**src/hdl/hsvrgb_pkg.sv**
```systemverilog
// ----------------------------------------------------------------------------
// hsvrgb_pkg
// shared types, constants and the divide-by-100 helper for the hsv to rgb pipe
// ----------------------------------------------------------------------------
package hsvrgb_pkg;

   localparam int PIPE_DEPTH = 6;

   localparam logic [8:0]  HUE_MAX    = 9'd360;
   localparam logic [6:0]  PCT_MAX    = 7'd100;
   localparam logic [7:0]  FULL_SCALE = 8'd255;
   localparam logic [8:0]  RAMP_SLOPE = 9'd425;

   // first hue of each sector after the first
   localparam logic [8:0]  SEC1_START = 9'd61;
   localparam logic [8:0]  SEC2_START = 9'd121;
   localparam logic [8:0]  SEC3_START = 9'd181;
   localparam logic [8:0]  SEC4_START = 9'd241;
   localparam logic [8:0]  SEC5_START = 9'd301;

   // ramp offsets are taken from these bases
   localparam logic [8:0]  SEC1_BASE  = 9'd60;
   localparam logic [8:0]  SEC2_BASE  = 9'd120;
   localparam logic [8:0]  SEC3_BASE  = 9'd180;
   localparam logic [8:0]  SEC4_BASE  = 9'd240;
   localparam logic [8:0]  SEC5_BASE  = 9'd300;

   // x / 100 == (x * 5243) >> 19, exact for x below 43690
   localparam logic [12:0] DIV100_MUL   = 13'd5243;
   localparam int          DIV100_SHIFT = 19;

   typedef enum logic [2:0] {
      SEC_RED_UP,
      SEC_GREEN_DOWN,
      SEC_BLUE_UP,
      SEC_GREEN_DN2,
      SEC_RED_UP2,
      SEC_BLUE_DOWN
   } sector_type;

   typedef struct packed {
      logic ld_clamp;
      logic ld_color;
   } sec_ctl_type;

   typedef struct packed {
      logic ld_lift_mul;
      logic ld_lift_add;
      logic ld_scale_mul;
      logic ld_out;
   } chan_ctl_type;

   // truncating divide by 100 for values up to 25500
   function automatic logic [7:0] div100(input logic [14:0] x);
      logic [27:0] prod;
      prod = 28'(x) * 28'(DIV100_MUL);
      return prod[DIV100_SHIFT +: 8];
   endfunction

endpackage

```
**src/hdl/hsvrgb_if.sv**
```systemverilog
// ----------------------------------------------------------------------------
// hsvrgb channel interfaces
// valid/ready channels for hsv request words and rgb response words
// ----------------------------------------------------------------------------
interface hsvrgb_req_if;
   logic       valid;
   logic       ready;
   logic [8:0] hue;
   logic [6:0] saturation;
   logic [6:0] brightness;

   modport source (output valid, output hue, output saturation, output brightness,
                   input ready);
   modport sink   (input valid, input hue, input saturation, input brightness,
                   output ready);
endinterface

interface hsvrgb_rsp_if;
   logic       valid;
   logic       ready;
   logic [7:0] red;
   logic [7:0] green;
   logic [7:0] blue;

   modport source (output valid, output red, output green, output blue, input ready);
   modport sink   (input valid, input red, input green, input blue, output ready);
endinterface

```
**src/hdl/hsvrgb_sector.sv**
```systemverilog
// ----------------------------------------------------------------------------
// hsvrgb_sector
// clamps the inputs, picks the hue sector and builds the pure-hue color
// ----------------------------------------------------------------------------
module hsvrgb_sector (
   input  logic                     clock,
   input  hsvrgb_pkg::sec_ctl_type  ctl,
   input  logic [8:0]               hue,
   input  logic [6:0]               saturation,
   input  logic [6:0]               brightness,
   output logic [7:0]               red,
   output logic [7:0]               green,
   output logic [7:0]               blue,
   output logic [6:0]               inv_sat,
   output logic [6:0]               val
);

   hsvrgb_pkg::sector_type sector_ff, sector_in;
   logic [14:0] ramp_num_ff, ramp_num_in;
   logic [6:0]  inv_sat_ff, inv_sat_in;
   logic [6:0]  val_ff, val_in;

   logic [7:0]  red_ff, red_in;
   logic [7:0]  green_ff, green_in;
   logic [7:0]  blue_ff, blue_in;
   logic [6:0]  inv_sat2_ff;
   logic [6:0]  val2_ff;

   logic [8:0]  hue_c;
   logic [6:0]  sat_c;
   logic [8:0]  base;
   logic [8:0]  off_full;
   logic [5:0]  off;
   logic [7:0]  ramp;
   logic [7:0]  ramp_dn;

   // stage 1: clamp, sector, ramp numerator
   always_comb begin
      hue_c  = (hue > hsvrgb_pkg::HUE_MAX) ? hsvrgb_pkg::HUE_MAX : hue;
      sat_c  = (saturation > hsvrgb_pkg::PCT_MAX) ? hsvrgb_pkg::PCT_MAX : saturation;
      val_in = (brightness > hsvrgb_pkg::PCT_MAX) ? hsvrgb_pkg::PCT_MAX : brightness;
      inv_sat_in = hsvrgb_pkg::PCT_MAX - sat_c;
      if (hue_c < hsvrgb_pkg::SEC1_START) begin
         sector_in = hsvrgb_pkg::SEC_RED_UP;
         base      = '0;
      end else if (hue_c < hsvrgb_pkg::SEC2_START) begin
         sector_in = hsvrgb_pkg::SEC_GREEN_DOWN;
         base      = hsvrgb_pkg::SEC1_BASE;
      end else if (hue_c < hsvrgb_pkg::SEC3_START) begin
         sector_in = hsvrgb_pkg::SEC_BLUE_UP;
         base      = hsvrgb_pkg::SEC2_BASE;
      end else if (hue_c < hsvrgb_pkg::SEC4_START) begin
         sector_in = hsvrgb_pkg::SEC_GREEN_DN2;
         base      = hsvrgb_pkg::SEC3_BASE;
      end else if (hue_c < hsvrgb_pkg::SEC5_START) begin
         sector_in = hsvrgb_pkg::SEC_RED_UP2;
         base      = hsvrgb_pkg::SEC4_BASE;
      end else begin
         sector_in = hsvrgb_pkg::SEC_BLUE_DOWN;
         base      = hsvrgb_pkg::SEC5_BASE;
      end
      off_full    = hue_c - base;
      off         = off_full[5:0];
      ramp_num_in = 15'(hsvrgb_pkg::RAMP_SLOPE) * 15'(off);
   end

   always_ff @(posedge clock) begin
      if (ctl.ld_clamp) begin
         sector_ff   <= sector_in;
         ramp_num_ff <= ramp_num_in;
         inv_sat_ff  <= inv_sat_in;
         val_ff      <= val_in;
      end
   end

   // stage 2: ramp value and channel roles
   always_comb begin
      ramp    = hsvrgb_pkg::div100(ramp_num_ff);
      ramp_dn = hsvrgb_pkg::FULL_SCALE - ramp;
      unique case (sector_ff)
         hsvrgb_pkg::SEC_RED_UP: begin
            red_in = hsvrgb_pkg::FULL_SCALE; green_in = ramp;    blue_in = '0;
         end
         hsvrgb_pkg::SEC_GREEN_DOWN: begin
            red_in = ramp_dn; green_in = hsvrgb_pkg::FULL_SCALE; blue_in = '0;
         end
         hsvrgb_pkg::SEC_BLUE_UP: begin
            red_in = '0; green_in = hsvrgb_pkg::FULL_SCALE; blue_in = ramp;
         end
         hsvrgb_pkg::SEC_GREEN_DN2: begin
            red_in = '0; green_in = ramp_dn; blue_in = hsvrgb_pkg::FULL_SCALE;
         end
         hsvrgb_pkg::SEC_RED_UP2: begin
            red_in = ramp; green_in = '0; blue_in = hsvrgb_pkg::FULL_SCALE;
         end
         hsvrgb_pkg::SEC_BLUE_DOWN: begin
            red_in = hsvrgb_pkg::FULL_SCALE; green_in = '0; blue_in = ramp_dn;
         end
         default: begin
            red_in = '0; green_in = '0; blue_in = '0;
         end
      endcase
   end

   always_ff @(posedge clock) begin
      if (ctl.ld_color) begin
         red_ff      <= red_in;
         green_ff    <= green_in;
         blue_ff     <= blue_in;
         inv_sat2_ff <= inv_sat_ff;
         val2_ff     <= val_ff;
      end
   end

   assign red     = red_ff;
   assign green   = green_ff;
   assign blue    = blue_ff;
   assign inv_sat = inv_sat2_ff;
   assign val     = val2_ff;

endmodule

```
**src/hdl/hsvrgb_chan.sv**
```systemverilog
// ----------------------------------------------------------------------------
// hsvrgb_chan
// applies saturation lift and value scaling to one color channel
// ----------------------------------------------------------------------------
module hsvrgb_chan (
   input  logic                     clock,
   input  hsvrgb_pkg::chan_ctl_type ctl,
   input  logic [7:0]               chan_in,
   input  logic [6:0]               inv_sat,
   input  logic [6:0]               val,
   output logic [7:0]               chan_out
);

   logic [14:0] lift_num_ff, lift_num_in;
   logic [7:0]  base_ff;
   logic [6:0]  val3_ff;
   logic [7:0]  lifted_ff, lifted_in;
   logic [6:0]  val4_ff;
   logic [14:0] scale_num_ff, scale_num_in;
   logic [7:0]  out_ff, out_in;

   logic [7:0]  head;
   logic [8:0]  lift_sum;

   // stage 3: headroom times inverse saturation
   always_comb begin
      head        = hsvrgb_pkg::FULL_SCALE - chan_in;
      lift_num_in = 15'(head) * 15'(inv_sat);
   end

   always_ff @(posedge clock) begin
      if (ctl.ld_lift_mul) begin
         lift_num_ff <= lift_num_in;
         base_ff     <= chan_in;
         val3_ff     <= val;
      end
   end

   // stage 4: lift toward full scale, never exceeds 255
   always_comb begin
      lift_sum  = {1'b0, base_ff} + {1'b0, hsvrgb_pkg::div100(lift_num_ff)};
      lifted_in = lift_sum[7:0];
   end

   always_ff @(posedge clock) begin
      if (ctl.ld_lift_add) begin
         lifted_ff <= lifted_in;
         val4_ff   <= val3_ff;
      end
   end

   // stage 5: value product
   assign scale_num_in = 15'(lifted_ff) * 15'(val4_ff);

   always_ff @(posedge clock) begin
      if (ctl.ld_scale_mul) begin
         scale_num_ff <= scale_num_in;
      end
   end

   // stage 6: divide down to 8 bits
   assign out_in = hsvrgb_pkg::div100(scale_num_ff);

   always_ff @(posedge clock) begin
      if (ctl.ld_out) begin
         out_ff <= out_in;
      end
   end

   assign chan_out = out_ff;

endmodule

```
**src/hdl/hsv_to_rgb_percent.sv**
```systemverilog
// ----------------------------------------------------------------------------
// hsv_to_rgb_percent
// hsv (whole degrees, percent) to 8-bit rgb conversion pipeline
// throughput: one word per cycle while the output is not stalled, through six register stages in a row
// a stalled stage holds its word; only bubbles ahead of it keep moving
// reset clears the stage valid bits only; data registers are not reset
// ----------------------------------------------------------------------------
module hsv_to_rgb_percent (
   input  logic             clock,
   input  logic             reset,
   hsvrgb_req_if.sink       req_bus,
   hsvrgb_rsp_if.source     rsp_bus
);

   localparam int DEPTH = hsvrgb_pkg::PIPE_DEPTH;

   // one valid bit per stage, index 0 is the clamp stage, last is the output
   logic [DEPTH-1:0] vld_ff, vld_in;
   // stage load enables, a stage loads when empty or when its successor moves
   logic [DEPTH-1:0] ld;

   hsvrgb_pkg::sec_ctl_type  sec_ctl;
   hsvrgb_pkg::chan_ctl_type chan_ctl;

   logic [7:0] pure_red, pure_green, pure_blue;
   logic [6:0] inv_sat, val;

   // back-to-front ready chain
   always_comb begin
      ld[DEPTH-1] = !vld_ff[DEPTH-1] || rsp_bus.ready;
      for (int k = DEPTH - 2; k >= 0; k--) begin
         ld[k] = !vld_ff[k] || ld[k+1];
      end
   end

   // valid bits move with their words
   always_comb begin
      vld_in = vld_ff;
      if (ld[0]) begin
         vld_in[0] = req_bus.valid;
      end
      for (int k = 1; k < DEPTH; k++) begin
         if (ld[k]) begin
            vld_in[k] = vld_ff[k-1];
         end
      end
   end

   always_ff @(posedge clock) begin
      if (reset) begin
         vld_ff <= '0;
      end else begin
         vld_ff <= vld_in;
      end
   end

   assign req_bus.ready = ld[0];

   // stage loads, gated by the word entering each stage
   always_comb begin
      sec_ctl.ld_clamp      = ld[0] && req_bus.valid;
      sec_ctl.ld_color      = ld[1] && vld_ff[0];
      chan_ctl.ld_lift_mul  = ld[2] && vld_ff[1];
      chan_ctl.ld_lift_add  = ld[3] && vld_ff[2];
      chan_ctl.ld_scale_mul = ld[4] && vld_ff[3];
      chan_ctl.ld_out       = ld[5] && vld_ff[4];
   end

   // stages 1-2: clamp, sector and pure hue color
   hsvrgb_sector u_sector (
      .clock      (clock),
      .ctl        (sec_ctl),
      .hue        (req_bus.hue),
      .saturation (req_bus.saturation),
      .brightness (req_bus.brightness),
      .red        (pure_red),
      .green      (pure_green),
      .blue       (pure_blue),
      .inv_sat    (inv_sat),
      .val        (val)
   );

   // stages 3-6: saturation and value, one lane per channel
   hsvrgb_chan u_chan_red (
      .clock    (clock),
      .ctl      (chan_ctl),
      .chan_in  (pure_red),
      .inv_sat  (inv_sat),
      .val      (val),
      .chan_out (rsp_bus.red)
   );

   hsvrgb_chan u_chan_green (
      .clock    (clock),
      .ctl      (chan_ctl),
      .chan_in  (pure_green),
      .inv_sat  (inv_sat),
      .val      (val),
      .chan_out (rsp_bus.green)
   );

   hsvrgb_chan u_chan_blue (
      .clock    (clock),
      .ctl      (chan_ctl),
      .chan_in  (pure_blue),
      .inv_sat  (inv_sat),
      .val      (val),
      .chan_out (rsp_bus.blue)
   );

   assign rsp_bus.valid = vld_ff[DEPTH-1];

`ifndef SYNTHESIS
   // pipe is empty right after reset
   a_reset_empty: assert property (@(posedge clock) reset |=> !rsp_bus.valid)
      else $error("response valid after reset");

   // a free output slot always frees the input
   a_free_ready: assert property (@(posedge clock) disable iff (reset)
      (rsp_bus.ready || !rsp_bus.valid) |-> req_bus.ready)
      else $error("input stalled while output moves");

   // full pipe with a stalled output must hold off the input
   a_full_stall: assert property (@(posedge clock) disable iff (reset)
      ((&vld_ff) && !rsp_bus.ready) |-> !req_bus.ready)
      else $error("input accepted into a full stalled pipe");

   // an accepted word lands in the first stage
   a_accept_loads: assert property (@(posedge clock) disable iff (reset)
      (req_bus.valid && req_bus.ready) |=> vld_ff[0])
      else $error("accepted word lost at the first stage");
`endif

endmodule

```
**src/flat_wrapper.sv**
```systemverilog
// flat-port wrapper written by rule: the top's interface ports become plain ports
module hsv_to_rgb_percent_flat 
  (clock, reset, req_bus_valid, req_bus_hue, req_bus_saturation, req_bus_brightness, req_bus_ready, rsp_bus_valid, rsp_bus_red, rsp_bus_green, rsp_bus_blue, rsp_bus_ready);
  hsvrgb_req_if req_bus_i ();
  hsvrgb_rsp_if rsp_bus_i ();
  input  logic clock;
  input  logic reset;
  input wire logic [$bits(req_bus_i.valid)-1:0] req_bus_valid;
  input wire logic [$bits(req_bus_i.hue)-1:0] req_bus_hue;
  input wire logic [$bits(req_bus_i.saturation)-1:0] req_bus_saturation;
  input wire logic [$bits(req_bus_i.brightness)-1:0] req_bus_brightness;
  output wire logic [$bits(req_bus_i.ready)-1:0] req_bus_ready;
  output wire logic [$bits(rsp_bus_i.valid)-1:0] rsp_bus_valid;
  output wire logic [$bits(rsp_bus_i.red)-1:0] rsp_bus_red;
  output wire logic [$bits(rsp_bus_i.green)-1:0] rsp_bus_green;
  output wire logic [$bits(rsp_bus_i.blue)-1:0] rsp_bus_blue;
  input wire logic [$bits(rsp_bus_i.ready)-1:0] rsp_bus_ready;
  assign req_bus_i.valid = req_bus_valid;
  assign req_bus_i.hue = req_bus_hue;
  assign req_bus_i.saturation = req_bus_saturation;
  assign req_bus_i.brightness = req_bus_brightness;
  assign req_bus_ready = req_bus_i.ready;
  assign rsp_bus_valid = rsp_bus_i.valid;
  assign rsp_bus_red = rsp_bus_i.red;
  assign rsp_bus_green = rsp_bus_i.green;
  assign rsp_bus_blue = rsp_bus_i.blue;
  assign rsp_bus_i.ready = rsp_bus_ready;
  hsv_to_rgb_percent u_core (.clock(clock), .reset(reset), .req_bus(req_bus_i), .rsp_bus(rsp_bus_i));
endmodule
```
**config.mk**
```make
export PLATFORM = sky130hd
export DESIGN_NAME = hsv_to_rgb_percent_flat
export DESIGN_NICKNAME = d
export VERILOG_FILES = /design/src/hdl/hsvrgb_pkg.sv /design/src/hdl/hsvrgb_if.sv /design/src/hdl/hsvrgb_sector.sv /design/src/hdl/hsvrgb_chan.sv /design/src/hdl/hsv_to_rgb_percent.sv /design/src/flat_wrapper.sv
export SDC_FILE = /design/constraint.sdc
export NUM_CORES = 2
export LEC_CHECK = 0
export ABC_AREA = 1
export BUFFER_PORTS_ARGS = -buffer_cell sky130_fd_sc_hd__buf_2
export CORE_AREA = 2 2 330 332
export DETAILED_ROUTE_END_ITERATION = 6
export DIE_AREA = 0 0 332 334
export PLACE_DENSITY = 0.71
export SYNTH_ARGS = -nofsm -noshare
export SYNTH_HDL_FRONTEND = slang
export SYNTH_SLANG_ARGS = --single-unit
```
**constraint.sdc**
```tcl
create_clock -name clock -period 11.2 [get_ports clock]
set_clock_uncertainty 0.2 [all_clocks]
set_input_delay 1.68 -clock clock [delete_from_list [all_inputs] [get_ports clock]]
set_output_delay 1.68 -clock clock [all_outputs]
set_load 0.01 [all_outputs]
```
==> results.py <==
metrics = {
    "synth": {
        "synthFlopType": "sky130_fd_sc_hd__edfxtp_1",
        "async_set_or_reset_register_ratio_after_synthesis_pct": 0,
        "ys_ff_latch": 252,
        "syn-instance-count": 5397,
        "synth-edff-count": 246,
        "ys.warnings.count": 0,
        "mean_cell_area_of_the_mapped_netlist_um2": 8.90,
        "synthDistinctLibCells": 50,
        "syn-cell-area_um2": 48000,
        "syn-num-nets": 7024,
        "synth_sequential_area_ratio_pct": 15.6,
    },
    "floorplanning": {
        "initial_core_util_pct": 44.6,
        "floorplan.die.height_um": 334,
        "fp.dieW_um": 332,
        "pin_count": 53,
        "die_area_um2": 111000,
        "num_rows": 121,
        "core_area_um2": 108000,
    },
    "hold_path": {
        "worst_hold_path_type": "register to register",
        "hold-path-endpoint": "u_core.u_chan_red.val4_ff[3]",
        "worst_min_delay_path_startpoint": "u_core.u_chan_red.val3_ff[3]",
        "hold-path-cell-count": 0,
    },
    "worst_setup_path": {
        "r2r.worst_path.cells": 20,
        "setup.reg_to_reg.worst_slack_ps": 5220,
        "crit_path_top_delay_cell": "sky130_fd_sc_hd__xnor3_1",
        "worst_ep_arrival_time_ps": 6390,
        "critical_path_class": "input pin to register",
        "r2r_start": "u_core.u_chan_blue.lift_num_ff[11]",
        "path_delay_family": "adder cells",
        "setup.worst_path.start_class": "input pin",
        "cp_slowest_stage_delay_ps": 530,
        "endpoint_of_the_worst_register_to_register_path": "u_core.u_chan_blue.lifted_ff[6]",
        "critPathCaptureType": "register",
        "worstPathBufferInverterCount": 5,
        "critPathRequiredTime_ps": 11300,
        "critPathMaxFanout": 6,
        "cpMostUsedCell": "sky130_fd_sc_hd__nand2_1",
    },
    "cells_and_area": {
        "final_design_area_no_fill_um2": 51200,
        "fin_nets": 7096,
        "flow.area_growth_from_synthesis_pct": 6.53,
        "register_area_um2": 7510,
        "antenna_cells_inserted": 0,
        "multi_input_area_um2": 35000,
        "nFillCells": 10100,
        "layout_cells_sized_above_1_pct": 3.26,
        "final-instance-count-excl-fill": 6907,
    },
    "clock_network": {
        "max-clock-path-buffers": 3,
        "clkLatencyLatePin_ps": 560,
        "cts-resized-gates": 0,
        "cts_sinks": 252,
        "cts-htree-levels": 2,
        "post_cts_hold_buffer_count": 0,
        "cts_made_buffers": 34,
        "clk_pin_slew_worst_paths_ps": 50,
        "ctsRootBufferMaster": "sky130_fd_sc_hd__clkbuf_16",
        "cts_setup_buffers": 0,
        "tritoncts": "yes",
    },
    "sta": {
        "min_period_over_period_pct": 56.2,
        "worst-slew-pin-transition_ps": 1150,
        "totalNegativeSetupSlack_ps": 0,
        "number_of_max_slew_violations_in_the_final_report": 0,
        "period_minus_slack_ps": 6300,
        "hold_viol": 0,
        "grt_setup_unrepaired": "no",
        "worst_slew_margin_rel_pct": 23.1,
        "fin_ws_ps": 4900,
        "fmaxAchievable_ghz": 0.159,
        "final_setup_vio_count": 0,
    },
    "routing": {
        "first_drt_iteration_drcs": 1500,
        "post_drt_via_cell_ratio": 4.95,
        "detail_route.drc_violations": 0,
        "wl_um": 98700,
        "drt_pre_antenna_iters": 6,
        "drt-wirelength-per-cell_um": 14.3,
        "ant_nets": 0,
        "detailroute.via_count": 34200,
    },
    "global_route": {
        "sum_of_overflow_across_all_layers_after_global_routing": 0,
        "grt_util_all_layers_pct": 18.6,
        "grt_max_degree": 77,
        "grt_pass1_vias": 36700,
        "antenna_violations_before_repair": 3,
        "grt_pass1_wl_um": 172000,
    },
    "placed_design": {
        "place.gp.congestion": 0.888,
        "postPlaceCellArea_um2": 50100,
        "place.port_buffers": 52,
        "placed_cells_incl_taps": 6847,
        "worst_setup_timing_slack_at_the_placement_stage_ps": 4330,
        "detailedPlacementHpwl_um": 85700,
    },
    "outcome": {
        "status": "finished clean",
    },
    "flow_run": {
        "cap_violations": 0,
    },
}
==> worst max-delay path by stage <==
stage / to / depth (start not counted) / from
2_1_floorplan: u_core.u_sector.ramp_num_ff[12] / 28 / req_bus_hue[0]
3_3_place_gp: u_core.u_sector.ramp_num_ff[12] / 29 / req_bus_hue[0]
3_5_place_dp: u_core.u_sector.ramp_num_ff[12] / 29 / req_bus_hue[1]
4_1_cts: u_core.u_sector.ramp_num_ff[12] / 29 / req_bus_hue[1]
5_1_grt: u_core.u_sector.ramp_num_ff[12] / 29 / req_bus_hue[1]
6_report: u_core.u_sector.ramp_num_ff[12] / 29 / req_bus_hue[0]
==> flip-flops by register name (all words and copies together) (netlist names), 15 cells and up <==
signal                            flops
u_core.u_chan_red.scale_num_ff       15
u_core.u_chan_red.lift_num_ff        15
u_core.u_chan_blue.scale_num_ff      15
u_core.u_chan_green.scale_num_ff     15
u_core.u_sector.ramp_num_ff          15
u_core.u_chan_green.lift_num_ff      15
u_core.u_chan_blue.lift_num_ff       15
==> cell type report <==
type                    count  area share [%]
clock inverters            23           0.435
inverters                1456            10.7
clock buffers              37            1.73
well taps                1414            3.46
multi-input cells        3661            68.3
repair buffers             64           0.685
flip-flops and latches    252            14.7
==> routing by layer <==
metal	track usage, %	vias up	wire [um]
met4	5.25	0	2740
met5	0	-	0
met3	1.65	161	3050
met1	23.4	16500	43400
li1	-	17000	-
met2	33.9	536	49500
==> through the flow <==
step | utilization, % | hold slack (ps)
2_1_floorplan | - | 200
3_3_place_gp | 46.4 | 203
3_5_place_dp | 46.4 | 205
4_1_cts | 47.5 | 195
5_1_grt | 47.5 | 200
6_report | 47.5 | 204
==> worst reg2reg max path, stage by stage, from the launching register on <==
cell and delay [ps]:
sky130_fd_sc_hd__edfxtp_1 540, sky130_fd_sc_hd__fa_1 560, sky130_fd_sc_hd__ha_1 320, sky130_fd_sc_hd__fa_1 540, sky130_fd_sc_hd__inv_1 50, sky130_fd_sc_hd__fa_1 400, sky130_fd_sc_hd__fa_1 550, sky130_fd_sc_hd__inv_1 50
sky130_fd_sc_hd__ha_1 300, sky130_fd_sc_hd__a21oi_1 230, sky130_fd_sc_hd__o21ai_0 160, sky130_fd_sc_hd__a21oi_1 160, sky130_fd_sc_hd__nand2_1 130, sky130_fd_sc_hd__xor2_1 200, sky130_fd_sc_hd__ha_1 240, sky130_fd_sc_hd__fa_1 440
sky130_fd_sc_hd__a31oi_1 260, sky130_fd_sc_hd__nor2_1 60, sky130_fd_sc_hd__o21ai_0 140, sky130_fd_sc_hd__nand2_1 80, sky130_fd_sc_hd__xor2_1 140
==> cell usage after synthesis, types with 5 or more instances <==
| cell | n | area, um^2 |
|---|---|---|
| sky130_fd_sc_hd__a211oi_1 | 10 | 75.1 |
| sky130_fd_sc_hd__a21o_1 | 42 | 315 |
| sky130_fd_sc_hd__a21oi_1 | 222 | 1110 |
| sky130_fd_sc_hd__a31oi_1 | 13 | 81.3 |
| sky130_fd_sc_hd__clkbuf_1 | 28 | 105 |
| sky130_fd_sc_hd__clkinv_1 | 5 | 18.8 |
| sky130_fd_sc_hd__dfxtp_1 | 6 | 120 |
| sky130_fd_sc_hd__edfxtp_1 | 246 | 7390 |
| sky130_fd_sc_hd__fa_1 | 660 | 13200 |
| sky130_fd_sc_hd__ha_1 | 940 | 11800 |
| sky130_fd_sc_hd__inv_1 | 1440 | 5410 |
| sky130_fd_sc_hd__inv_2 | 10 | 37.5 |
| sky130_fd_sc_hd__nand2_1 | 822 | 3090 |
| sky130_fd_sc_hd__nand2_2 | 18 | 113 |
| sky130_fd_sc_hd__nand3_1 | 200 | 1000 |
| sky130_fd_sc_hd__nand3b_1 | 5 | 37.5 |
| sky130_fd_sc_hd__nand4_1 | 39 | 244 |
| sky130_fd_sc_hd__nor2_1 | 312 | 1170 |
| sky130_fd_sc_hd__nor2_2 | 7 | 43.8 |
| sky130_fd_sc_hd__nor3_1 | 28 | 140 |
| sky130_fd_sc_hd__nor4_1 | 7 | 43.8 |
| sky130_fd_sc_hd__o211ai_1 | 5 | 37.5 |
| sky130_fd_sc_hd__o21ai_0 | 102 | 510 |
| sky130_fd_sc_hd__o21bai_1 | 21 | 158 |
| sky130_fd_sc_hd__xnor2_1 | 49 | 429 |
| sky130_fd_sc_hd__xor2_1 | 109 | 955 |
==> cell usage in the layout (no fill, tap or decap), types with 52 or more instances in the layout <==
| master | count |
|---|---|
| sky130_fd_sc_hd__nand3_1 | 200 |
| sky130_fd_sc_hd__inv_1 | 1439 |
| sky130_fd_sc_hd__edfxtp_1 | 246 |
| sky130_fd_sc_hd__nand2_1 | 822 |
| sky130_fd_sc_hd__xor2_1 | 109 |
| sky130_fd_sc_hd__fa_1 | 660 |
| sky130_fd_sc_hd__o21ai_0 | 102 |
| sky130_fd_sc_hd__buf_2 | 52 |
| sky130_fd_sc_hd__nor2_1 | 309 |
| sky130_fd_sc_hd__a21oi_1 | 222 |
| sky130_fd_sc_hd__ha_1 | 940 |
==> cells by family (layout without fill, tap and decap cells) <==
group                    Yosys count  after routing  synth area share, %
adder cells (fa/ha/maj)         1600           1600                 52.0
buffers and inverters           1484           1580                 11.6
AND/OR/NAND/NOR                 1463           1463                 12.7
AO/OA/AOI/OAI                    439            439                 5.14
flip-flops                       252            252                 15.6
XOR/XNOR                         159            159                 2.93
Power is left out: the tool's default activity adds up to more than one toggle a clock period on the data nets, which glitch-free logic cannot reach.
